## config.mk

```make
export PLATFORM = sky130hd
export DESIGN_NAME = path_conflict_detector_unit
export DESIGN_NICKNAME = d
export VERILOG_FILES = /design/src/hw/rtl/pcd_pkg.sv /design/src/hw/rtl/path_conflict_detector_unit.sv
export SDC_FILE = /design/constraint.sdc
export NUM_CORES = 2
export LEC_CHECK = 0
export ABC_AREA = 1
export CAP_MARGIN = 10
export CORE_AREA = 5 5 597 599
export DETAILED_ROUTE_END_ITERATION = 8
export DIE_AREA = 0 0 602 604
export DONT_BUFFER_PORTS = 1
export REMOVE_ABC_BUFFERS = 1
export SYNTH_ARGS = -nofsm -noshare
export SYNTH_HDL_FRONTEND = slang
export SYNTH_SLANG_ARGS = --single-unit
```

## constraint.sdc

```tcl
create_clock -name clk_i -period 4.8 [get_ports clk_i]
set_input_delay 0.72 -clock clk_i [delete_from_list [all_inputs] [get_ports clk_i]]
set_output_delay 0.72 -clock clk_i [all_outputs]
set_load 0.03 [all_outputs]
```

## src/hw/rtl/pcd_pkg.sv

```systemverilog
// ----------------------------------------------------------------------------
// pcd_pkg
// shared types and constants of the path conflict detector
// ----------------------------------------------------------------------------
`default_nettype none

package pcd_pkg;

  localparam int unsigned MaxAgentsDef = 32;
  localparam int unsigned CoordBitsDef = 10;
  localparam int unsigned StepW        = 12;
  localparam int unsigned AgentW       = 5;
  localparam int unsigned PosW         = 10;
  localparam int unsigned AgentSlots   = 32;

  typedef enum logic [2:0] {
    StIdle,
    StOcc,
    StHist,
    StMove,
    StFinish
  } pcd_state_e;

  localparam logic KindVertex = 1'b0;
  localparam logic KindEdge   = 1'b1;

endpackage

`default_nettype wire

```

## src/hw/rtl/path_conflict_detector_unit.sv

```systemverilog
// ----------------------------------------------------------------------------
// path_conflict_detector_unit
// per-step vertex and swap conflict check of agent positions
// ----------------------------------------------------------------------------
// channel | dir | handshake               | payload
// in      | in  | in_valid_i / in_ready_o | step, agent, cell_row, cell_col
// out     | out | out_valid_o/out_ready_i | kind .. conflict_step, last
//
// the occupancy table is scanned, then the move table as well when the agent
// moved; the scans read one memory entry per cycle
// items are handled one at a time; a result that cannot reach a full output
// register holds the scan in place
// reset clears the counts, the step flag and the history valid bits at once
// ----------------------------------------------------------------------------
`default_nettype none

module path_conflict_detector_unit #(
  parameter int unsigned MAX_AGENTS = pcd_pkg::MaxAgentsDef,
  parameter int unsigned COORD_BITS = pcd_pkg::CoordBitsDef
) (
  input  wire logic                       clk_i,
  input  wire logic                       rst_ni,
  input  wire logic                       in_valid_i,
  output logic                            in_ready_o,
  input  wire logic [pcd_pkg::StepW-1:0]  step_i,
  input  wire logic [pcd_pkg::AgentW-1:0] agent_i,
  input  wire logic [pcd_pkg::PosW-1:0]   cell_row_i,
  input  wire logic [pcd_pkg::PosW-1:0]   cell_col_i,
  output logic                            out_valid_o,
  input  wire logic                       out_ready_i,
  output logic                            kind_o,
  output logic [pcd_pkg::AgentW-1:0]      earlier_agent_o,
  output logic [pcd_pkg::AgentW-1:0]      current_agent_o,
  output logic [pcd_pkg::PosW-1:0]        pos_a_row_o,
  output logic [pcd_pkg::PosW-1:0]        pos_a_col_o,
  output logic [pcd_pkg::PosW-1:0]        pos_b_row_o,
  output logic [pcd_pkg::PosW-1:0]        pos_b_col_o,
  output logic [pcd_pkg::StepW-1:0]       conflict_step_o,
  output logic                            last_o
);
  import pcd_pkg::*;

  localparam int unsigned IdxW = (MAX_AGENTS > 1) ? $clog2(MAX_AGENTS) : 1;
  localparam int unsigned CntW = $clog2(MAX_AGENTS + 1);
  // only the low coordinate bits that fit the port are used
  localparam int unsigned CW   = (COORD_BITS < PosW) ? COORD_BITS : PosW;
  localparam int unsigned OccW = AgentW + 2 * CW;
  localparam int unsigned MovW = AgentW + 4 * CW;
  localparam int unsigned HW   = StepW + 2 * CW;
  localparam logic [CntW-1:0] Full = CntW'(MAX_AGENTS);
  localparam logic [CntW-1:0] Cap  = CntW'(MAX_AGENTS - 1);

  // memories
  logic [OccW-1:0]       occ_mem [MAX_AGENTS];
  logic [MovW-1:0]       mov_mem [MAX_AGENTS];
  logic [HW-1:0]         hist_mem [AgentSlots];
  logic [AgentSlots-1:0] hist_vld_q;

  pcd_state_e state_q, state_d;
  logic [CntW-1:0] occ_cnt_q, mov_cnt_q, addr_q, found_q;
  logic [StepW-1:0] cur_step_q;
  logic started_q;

  logic [StepW-1:0]  s_q;
  logic [AgentW-1:0] a_q;
  logic [CW-1:0]     r_q, c_q;
  logic              dv_q;   // read data holds a table entry
  logic              mv_q;   // agent moved since the previous step

  logic [OccW-1:0] occ_rd_q;
  logic [MovW-1:0] mov_rd_q;
  logic [HW-1:0]   hist_rd_q;

  // newest result of the item, held until the next one or the end shows
  logic              pv_q, pk_q;
  logic [AgentW-1:0] pe_q;

  // output register
  logic              ov_q, ok_q, ol_q;
  logic [AgentW-1:0] oe_q, oc_q;
  logic [CW-1:0]     oar_q, oac_q, obr_q, obc_q;
  logic [StepW-1:0]  ost_q;

  logic accept, ofree, hit, push, adv, scan_end, move_ok, new_step;
  logic [CntW-1:0]   scan_cnt;
  logic [AgentW-1:0] hit_agent;
  logic [CW-1:0]     fr, fc;

  assign fr       = hist_rd_q[2*CW-1:CW];
  assign fc       = hist_rd_q[CW-1:0];
  assign accept   = in_valid_i && in_ready_o;
  assign ofree    = !ov_q || out_ready_i;
  assign new_step = !started_q || (step_i != cur_step_q);

  always_comb begin
    hit       = 1'b0;
    hit_agent = occ_rd_q[OccW-1:2*CW];
    scan_cnt  = occ_cnt_q;
    if (state_q == StOcc) begin
      hit = dv_q && (hit_agent != a_q) &&
            (occ_rd_q[2*CW-1:CW] == r_q) && (occ_rd_q[CW-1:0] == c_q) &&
            (found_q < Cap);
    end else if (state_q == StMove) begin
      scan_cnt  = mov_cnt_q;
      hit_agent = mov_rd_q[MovW-1:4*CW];
      hit = dv_q && (hit_agent != a_q) &&
            (mov_rd_q[4*CW-1:3*CW] == r_q) && (mov_rd_q[3*CW-1:2*CW] == c_q) &&
            (mov_rd_q[2*CW-1:CW] == fr) && (mov_rd_q[CW-1:0] == fc) &&
            (found_q < Cap);
    end
  end

  // the held result leaves on a new hit or at the end of the item
  assign push     = pv_q && (hit || (state_q == StFinish));
  assign adv      = !push || ofree;
  assign scan_end = (addr_q == scan_cnt);
  assign move_ok  = (s_q != '0) && hist_vld_q[a_q] &&
                    (hist_rd_q[HW-1:2*CW] == s_q - StepW'(1)) &&
                    ((fr != r_q) || (fc != c_q));

  // next state
  always_comb begin
    state_d = state_q;
    unique case (state_q)
      StIdle:   if (accept) state_d = StOcc;
      StOcc:    if (adv && scan_end) state_d = StHist;
      StHist:   state_d = move_ok ? StMove : StFinish;
      StMove:   if (adv && scan_end) state_d = StFinish;
      StFinish: if (adv) state_d = StIdle;
      default:  state_d = StIdle;
    endcase
  end

  always_comb begin
    in_ready_o = (state_q == StIdle);
  end

  // memory ports
  always_ff @(posedge clk_i) begin
    if (accept) hist_rd_q <= hist_mem[agent_i];
    if (state_q == StOcc && adv && !scan_end) occ_rd_q <= occ_mem[addr_q[IdxW-1:0]];
    if (state_q == StMove && adv && !scan_end) mov_rd_q <= mov_mem[addr_q[IdxW-1:0]];
    if (state_q == StFinish && adv) begin
      hist_mem[a_q] <= {s_q, r_q, c_q};
      if (occ_cnt_q < Full) occ_mem[occ_cnt_q[IdxW-1:0]] <= {a_q, r_q, c_q};
      if (mv_q && mov_cnt_q < Full) mov_mem[mov_cnt_q[IdxW-1:0]] <= {a_q, fr, fc, r_q, c_q};
    end
  end

  always_ff @(posedge clk_i or negedge rst_ni) begin
    if (!rst_ni) begin
      state_q <= StIdle; occ_cnt_q <= '0; mov_cnt_q <= '0; cur_step_q <= '0;
      started_q <= 1'b0; hist_vld_q <= '0; addr_q <= '0; found_q <= '0;
      dv_q <= 1'b0; mv_q <= 1'b0; pv_q <= 1'b0; pk_q <= KindVertex; pe_q <= '0;
      s_q <= '0; a_q <= '0; r_q <= '0; c_q <= '0;
    end else begin
      state_q <= state_d;
      case (state_q)
        StIdle: if (accept) begin
          s_q <= step_i; a_q <= agent_i;
          r_q <= cell_row_i[CW-1:0]; c_q <= cell_col_i[CW-1:0];
          if (new_step) begin
            occ_cnt_q <= '0; mov_cnt_q <= '0;
          end
          cur_step_q <= step_i; started_q <= 1'b1;
          addr_q <= '0; dv_q <= 1'b0; found_q <= '0;
        end
        StOcc: if (adv) begin
          if (hit) begin
            pv_q <= 1'b1; pk_q <= KindVertex; pe_q <= hit_agent;
            found_q <= found_q + CntW'(1);
          end
          if (!scan_end) begin
            addr_q <= addr_q + CntW'(1); dv_q <= 1'b1;
          end else begin
            dv_q <= 1'b0;
          end
        end
        StHist: begin
          addr_q <= '0; dv_q <= 1'b0; found_q <= '0; mv_q <= move_ok;
        end
        StMove: if (adv) begin
          if (hit) begin
            pv_q <= 1'b1; pk_q <= KindEdge; pe_q <= hit_agent;
            found_q <= found_q + CntW'(1);
          end
          if (!scan_end) begin
            addr_q <= addr_q + CntW'(1); dv_q <= 1'b1;
          end else begin
            dv_q <= 1'b0;
          end
        end
        StFinish: if (adv) begin
          pv_q <= 1'b0;
          hist_vld_q[a_q] <= 1'b1;
          if (occ_cnt_q < Full) occ_cnt_q <= occ_cnt_q + CntW'(1);
          if (mv_q && mov_cnt_q < Full) mov_cnt_q <= mov_cnt_q + CntW'(1);
        end
        default: ;
      endcase
    end
  end

  // output register, loaded from the held result
  always_ff @(posedge clk_i or negedge rst_ni) begin
    if (!rst_ni) begin
      ov_q <= 1'b0; ok_q <= KindVertex; ol_q <= 1'b0; oe_q <= '0; oc_q <= '0;
      oar_q <= '0; oac_q <= '0; obr_q <= '0; obc_q <= '0; ost_q <= '0;
    end else begin
      if (push && ofree) begin
        ov_q  <= 1'b1;
        ok_q  <= pk_q;
        oe_q  <= pe_q;
        oc_q  <= a_q;
        oar_q <= r_q;
        oac_q <= c_q;
        obr_q <= (pk_q == KindEdge) ? fr : '0;
        obc_q <= (pk_q == KindEdge) ? fc : '0;
        ost_q <= (pk_q == KindEdge) ? s_q - StepW'(1) : s_q;
        ol_q  <= (state_q == StFinish);
      end else if (out_ready_i) begin
        ov_q <= 1'b0;
      end
    end
  end

  assign out_valid_o     = ov_q;
  assign kind_o          = ok_q;
  assign earlier_agent_o = oe_q;
  assign current_agent_o = oc_q;
  assign pos_a_row_o     = PosW'(oar_q);
  assign pos_a_col_o     = PosW'(oac_q);
  assign pos_b_row_o     = PosW'(obr_q);
  assign pos_b_col_o     = PosW'(obc_q);
  assign conflict_step_o = ost_q;
  assign last_o          = ol_q;

  // assertions
  a_no_accept_busy: assert property (@(posedge clk_i) disable iff (!rst_ni)
    (state_q != StIdle) |-> !in_ready_o) else $error("ready while busy");
  a_cnt_bound: assert property (@(posedge clk_i) disable iff (!rst_ni)
    (occ_cnt_q <= Full) && (mov_cnt_q <= Full)) else $error("count overflow");
  a_found_cap: assert property (@(posedge clk_i) disable iff (!rst_ni)
    found_q <= Cap) else $error("result cap exceeded");
  a_out_hold: assert property (@(posedge clk_i) disable iff (!rst_ni)
    (out_valid_o && !out_ready_i) |=> (out_valid_o &&
      $stable({kind_o, earlier_agent_o, current_agent_o, pos_a_row_o, pos_a_col_o,
               pos_b_row_o, pos_b_col_o, conflict_step_o, last_o})))
    else $error("result changed while waiting");

endmodule

`default_nettype wire
```

=== After elaboration in Yosys (flattened, before gate mapping) ===
Memories as Yosys holds them, arrays and structs flattened. A register that Yosys moved wholly into a read port is not among the register bits.
Cells that the tools add are included.

* Flip-flop bits (word level): 171
* Bits in writable memories: 3,264
* Bits of input ports: 41
* Output and inout bits: 66
* Word-level logic and storage cells: 177
* Memories: 3

{| class="wikitable"
|+ Memory list
! memory !! depth !! bits a word !! rd ports !! clocked after Yosys merged registers in !! wr ports !! RTL line !! RTL
|-
| mov_mem || 32 || 45 || 1 || 1 || 1 || path_conflict_detector_unit.sv:55 || <nowiki>logic [MovW-1:0] mov_mem [MAX_AGENTS];</nowiki>
|-
| hist_mem || 32 || 32 || 1 || 1 || 1 || path_conflict_detector_unit.sv:56 || <nowiki>logic [HW-1:0] hist_mem [AgentSlots];</nowiki>
|-
| occ_mem || 32 || 25 || 1 || 1 || 1 || path_conflict_detector_unit.sv:54 || <nowiki>logic [OccW-1:0] occ_mem [MAX_AGENTS];</nowiki>
|}

* $add $sub $neg: 5
* $lt $le $gt $ge: 5
* Eq/ne operators: 31
* Mux-type cells: 54
* Bitwise gates (word level): 1
* Reduce and logical (&&, ||, !) cells: 52

{| class="wikitable"
|+ Operators by type and width
! cell !! count
|-
| two-way mux 6 bit || 13
|-
| equality test 10 bit || 6
|-
| one-hot mux 6 bit (3 select lines) || 2
|-
| bitwise OR 32 bit || 1
|-
| adder 6 x 1 -> 6 bit (second input constant) || 4
|-
| logical AND 1 bit || 24
|-
| one-hot mux 6 bit (2 select lines) || 2
|-
| two-way mux 1 bit || 22
|-
| two-way mux 10 bit || 2
|-
| != test 10 bit || 2
|-
| != test 2 bit (second input constant) || 9
|-
| AND reduction 4 bit || 4
|-
| two-way mux 3 bit || 5
|-
| one-hot mux 3 bit (5 select lines) || 1
|-
| AND reduction 5 bit || 3
|-
| equality test 12 bit || 1
|-
| < comparator 6 bit (second input constant) || 2
|-
| two-way mux 12 bit || 1
|-
| != test 12 bit || 1
|-
| nonzero test 12 bit || 1
|-
| subtractor 12 x 1 -> 12 bit (second input constant) || 1
|-
| != test 2 x 1 -> 1 bit (second input constant) || 5
|-
| != test 5 bit || 2
|-
| nonzero test 2 bit || 4
|-
| other kinds (19) || 30
|}

=== Logic depth before layout (Yosys ltp) ===
* Word-level depth: 16
* Gate-level depth with buffers: 18
* Depth with buffers taken out: 15

=== Worst setup path before layout ===
OpenSTA, ideal clock, no wires.

* Path kind: register -> register
* From: reg state_q[1]
* To: mem mov_mem[31][0] (netlist name), enable pin
* Setup time: 0.503 ns
* Arrival time: 4.630 ns
* Required time: 4.297 ns
* Slack: -0.333 ns
* Stages on the path, launching flop included: 9
* Path buffers: 1
* Period minus slack after synthesis: 5.133 ns
* Cell sequence: dfrtp_1 -> nor2_1 -> inv_1 -> nor2_2 -> inv_2 -> a21oi_2 -> buf_2 -> nand3_1 -> nor3_1

* Cells in the longest elaborated chain, start to end: 10
* Elaborated cells on any way between the ends: 12
* Classes of those cells: eq/ne (3); mux (4); reduce/logical (5)

{| class="wikitable"
|+ RTL lines
! what !! RTL line !! RTL
|-
| from (decl) || path_conflict_detector_unit.sv:59 || <nowiki>pcd_state_e state_q, state_d;</nowiki>
|-
| from (signal assigned) || path_conflict_detector_unit.sv:157 || <nowiki>state_q <= state_d;</nowiki>
|-
| equality test 3 x 2 -> 1 bit || path_conflict_detector_unit.sv:103 || <nowiki>end else if (state_q == StMove) begin</nowiki>
|-
| two-way mux 1 bit || path_conflict_detector_unit.sv:103 ||
|-
| two-way mux 1 bit || path_conflict_detector_unit.sv:99 || <nowiki>if (state_q == StOcc) begin</nowiki>
|-
| logical OR 1 bit || path_conflict_detector_unit.sv:114 || <nowiki>assign push = pv_q && (hit || (state_q == StFinish));</nowiki>
|-
| logical AND 1 bit || path_conflict_detector_unit.sv:114 ||
|-
| zero test 1 bit || path_conflict_detector_unit.sv:115 || <nowiki>assign adv = !push || ofree;</nowiki>
|-
| logical OR 1 bit || path_conflict_detector_unit.sv:115 ||
|-
| logical AND 1 bit * || path_conflict_detector_unit.sv:143 || <nowiki>if (state_q == StFinish && adv) begin</nowiki>
|-
| two-way mux 1 bit * || path_conflict_detector_unit.sv:143 ||
|-
| two-way mux 1 bit (not written as such) * || path_conflict_detector_unit.sv:146 || <nowiki>if (mv_q && mov_cnt_q < Full) mov_mem[mov_cnt_q[IdxW-1:0]] <= {a_q, fr, fc, r_q, c_q};</nowiki>
|-
| to (decl) || path_conflict_detector_unit.sv:55 ||
|}

Mark *: on every way between the ends. The rest lies on a longest branch, timed or not.

=== Worst setup path in the final report ===
* From: reg r_q[1]
* To: reg obr_q[8], in the netlist pos_b_row_o[8]

* Cells in the longest elaborated chain, start to end: 11
* Elaborated cells on any way between the ends: 15
* Classes of those cells: eq/ne (2); mux (2); reduce/logical (11)

{| class="wikitable"
|+ RTL lines
! what !! RTL line !! RTL
|-
| from (decl) || path_conflict_detector_unit.sv:66 || <nowiki>logic [CW-1:0] r_q, c_q;</nowiki>
|-
| from (signal assigned) || path_conflict_detector_unit.sv:161 || <nowiki>r_q <= cell_row_i[CW-1:0]; c_q <= cell_col_i[CW-1:0];</nowiki>
|-
| equality test 10 bit || path_conflict_detector_unit.sv:107 || <nowiki>(mov_rd_q[4*CW-1:3*CW] == r_q) && (mov_rd_q[3*CW-1:2*CW] == c_q) &&</nowiki>
|-
| logical AND 1 bit || path_conflict_detector_unit.sv:106 || <nowiki>hit = dv_q && (hit_agent != a_q) &&</nowiki>
|-
| logical AND 1 bit (2 in series) || path_conflict_detector_unit.sv:107 ||
|-
| logical AND 1 bit (2 in series) || path_conflict_detector_unit.sv:108 || <nowiki>(mov_rd_q[2*CW-1:CW] == fr) && (mov_rd_q[CW-1:0] == fc) &&</nowiki>
|-
| two-way mux 1 bit || path_conflict_detector_unit.sv:103 ||
|-
| two-way mux 1 bit * || path_conflict_detector_unit.sv:99 ||
|-
| logical OR 1 bit * || path_conflict_detector_unit.sv:114 ||
|-
| logical AND 1 bit * || path_conflict_detector_unit.sv:114 ||
|-
| logical AND 1 bit * || path_conflict_detector_unit.sv:210 || <nowiki>if (push && ofree) begin</nowiki>
|-
| to (signal assigned) || path_conflict_detector_unit.sv:217 || <nowiki>obr_q <= (pk_q == KindEdge) ? fr : '0;</nowiki>
|-
| to (decl) || path_conflict_detector_unit.sv:81 || <nowiki>logic [CW-1:0] oar_q, oac_q, obr_q, obc_q;</nowiki>
|}

Marks and branches as above.
A chain may end at the register's enable or synchronous reset.

==> summary.txt <==
Timing
  – Final worst-path cycle share: 91.95%
  – Min Tclk post-route: 4.414 ns
  – Least-Margin Pin Slew: 1.310 ns
  – Slew Limit Fails: 0
  – Final setup violating endpoints: 0
  – FMAX: 226.6 MHz
  – Relative slew margins: 12.68%
  – Setup tns final: 0 ns
  – RSZ-0062 raised after global routing: false
  – Clock skew: 0.06259 ns
  – Hold Fails Final Rpt: 0
  – Final hold slack: 0.1018 ns
  – Final setup margin: 0.3864 ns

Place
  – Port bufs: 0
  – Area post-placement: 146500 um^2
  – Pre-CTS setup slack: 0.5846 ns
  – DP Wirelength: 241700 um
  – Gpl congestion: 0.9299

Yosys
  – Unique cell type count in the Yosys netlist: 46
  – EDFF count, synth: 3366
  – Post-synth ARST share: 4.835%
  – Mean Syn Cell Area: 13.28 um^2
  – Ranking of synthesized cells by area: edfxtp_1, o21ai_0, nor2_1
  – Sequential-to-total area share from yosys stat: 75.56%
  – Main synth FF type: edfxtp_1
  – Seq cells post-synth: 3537
  – Yosys top cell area share: 72.49%
  – Syn Inst Count: 10500
  – Synthesis Warnings: 0
  – Cell area after synthesis: 139400 um^2
  – Synth area leader: edfxtp_1

Finish
  – Area of the multi-input gates: 31210 um^2
  – Register Area: 105500 um^2
  – Share of layout cells above drive strength 1: 9.702%
  – Final Instance Area: 158400 um^2
  – Nets: 10560
  – Fill count: 30750
  – Area Overhead vs Synth: 13.60%
  – Most common cell after layout, fill and taps aside: edfxtp_1
  – Most frequent cells in the layout: edfxtp_1, nor2_1, o21ai_0

Clock network
  – Worst-path clk slew: 0.06 ns
  – PostCTS Resize Cnt: 0
  – H-tree Lvls: 5
  – Total CTS buffers: 361
  – Clk_lat worst skew: 0.91 ns
  – CTS tree: built
  – Root Buffer: clkbuf_16
  – Clock sinks: 3537
  – CTS max path bufs: 4

Power
  – Sw power: 23.76 mW
  – Sequential Power Share: 48.6%
  – Pwr Density: 513.5 nW/um^2
  – Tot Pwr: 81.34 mW
  – Sw Ratio: 29.21%
  – Static Leakage: 51.73 nW
  – Power share of the combinational group: 17.1%
  – Clk pwr share: 34.3%
  – IR drop worst, VDD: 0.4677 mV
  – Int Power: 57.58 mW

Hold path
  – Worst Hold Class: primary input to register

Run status
  – Status: finished clean

Floorplan
  – Initial Utilization: 39.75%
  – Site Rows: 218
  – Die X: 602 um
  – Die extent in y: 604 um
  – Total die area: 363600 um^2
  – I/O pins: 107
  – Core Box Area: 350800 um^2

Detailed routing
  – Vias: 91300
  – Final WL: 434900 um
  – Post-route ant nets: 0
  – Via density: 5.921
  – DRC: 0
  – Wirelength per Cell: 28.21 um
  – Detailed Routing Iterations Pass 1: 6
  – Detailed Route Iter0 Violations: 12050

Critical path
  – Critical Path Max Stage Delay: 0.94 ns
  – Crit path top cell by count: nand2_1
  – CP max stage cell: nand2_1
  – CP Capture Type: register
  – Worst path arrival time: 5.21 ns
  – Critical path startpoint category: register
  – Worst EP required: 5.59 ns
  – CP Max Fanout: 45
  – Worst-path cell chain: inv_1 -> nand2_1 -> nand2_1 -> nor2_1 -> nand2_1 -> nor2_1 -> nand2_1 -> nor2_1 -> nand2_1 -> nand3_2 -> nand2_2 -> nor2_4 -> nand2_1 -> o21ai_1
  – Critical path class: register to register

GRT
  – Largest net degree at the start of global routing: 515
  – Vias in the first global route: 87180
  – Total global-route track usage: 23.08%
  – Initial antenna violation count: 26
  – Grt ovf: 0
  – First-pass GRT wire length: 622900 um

Run
  – Max-cap viol count: 0
-- routing by layer --
metal,part of all wire (%),global-route usage [%]
met3,9.4,3.754
met4,5.0,10.13
met1,40,32.01
met5,0.011,0
met2,46,36.07
-- synthesized netlist by cell type (33+ instances only) --
cell	number
mux2i_1	156
inv_1	158
dfrtp_1	171
nand4_1	33
o21ai_0	1801
o31ai_1	40
o22ai_1	628
a21oi_1	85
nand2_1	672
nor2_1	1970
o221ai_1	268
clkbuf_1	634
buf_2	43
buf_1	34
edfxtp_1	3366
nand3_1	140
-- power by group through the flow --
stage	Combinational [mW]	Sequential (mW)	Clock, mW
5_1_grt	14.9	39.6	29.5
3_3_place_gp	13.4	40.0	0
3_5_place_dp	13.7	40.1	0
4_1_cts	13.8	39.5	28.2
2_1_floorplan	5.65	41.3	0
6_report	13.9	39.5	27.9
-- metrics by stage --
stage | cells | util [%]
CTS | 15410 | 45.14
detailed placement | 14750 | 41.77
floorplan | 9781 | -
global placement | 14750 | 41.77
global route | 15420 | 45.15
finish | 15420 | 45.15
-- logic make-up after synthesis --
family                     Yosys count  synth area share (%)
AOI/OAI and AO/OA                 2967                 12.26
xor gates and xnor gates            60                0.4074
adders and majority gates           11               0.09871
buffers and inverters              888                 2.483
DFF                               3537                 75.56
muxes                              156                 1.120
and+or+nand+nor                   2884                 8.067
-- timing repair --
action / 4_1_cts / 5_1_grt
setup buffers: 0 / 0
endpoints found under the hold margin: 189 / 0
hold buffers: 20 / 0
-- flip-flops by register name, indices dropped and copies added (netlist names), 10 cells and up --
name	count
r_q	10
pos_a_row_o	10
c_q	10
occ_rd_q	25
occ_mem	800
mov_rd_q	45
hist_vld_q	32
s_q	12
hist_rd_q	32
pos_a_col_o	10
mov_mem	1440
pos_b_row_o	10
pos_b_col_o	10
hist_mem	1024
conflict_step_o	12
-- worst paths after layout --
kind	startpoint	endpoint	slack [ns]	cells past startpoint
worst max-delay path	r_q[1]	pos_b_row_o[8]	0.39	14
max in group asynchronous	rst_ni	r_q[2]	3.09	3
min in group asynchronous	rst_ni	s_q[3]	0.34	2
worst max register to register	r_q[1]	pos_b_row_o[8]	0.39	14
worst min register to register	hist_vld_q[8]	hist_vld_q[8]	0.46	2
worst min-delay path	cell_row_i[3]	r_q[3]	0.10	2
-- cell type report --
type | instances | area share (%)
flip-flops and latches | 3537 | 66.58
clock buffers | 456 | 6.040
multi-input cells | 6078 | 19.70
repair buffers | 367 | 2.308
diodes | 8 | 0.01264
well taps | 4620 | 3.650
clock inverters | 188 | 1.279
inverters | 166 | 0.4250
-- worst max-delay path, delay by kind of cell, from the launching register on --
kind,cells,cell delay (ns)
AO/OA/AOI/OAI,1,0.41
flip-flops,1,0.80
buffers and inverters,1,0.23
AND/OR/NAND/NOR,12,2.85
Note: power is estimated with default switching activity, not from simulation.
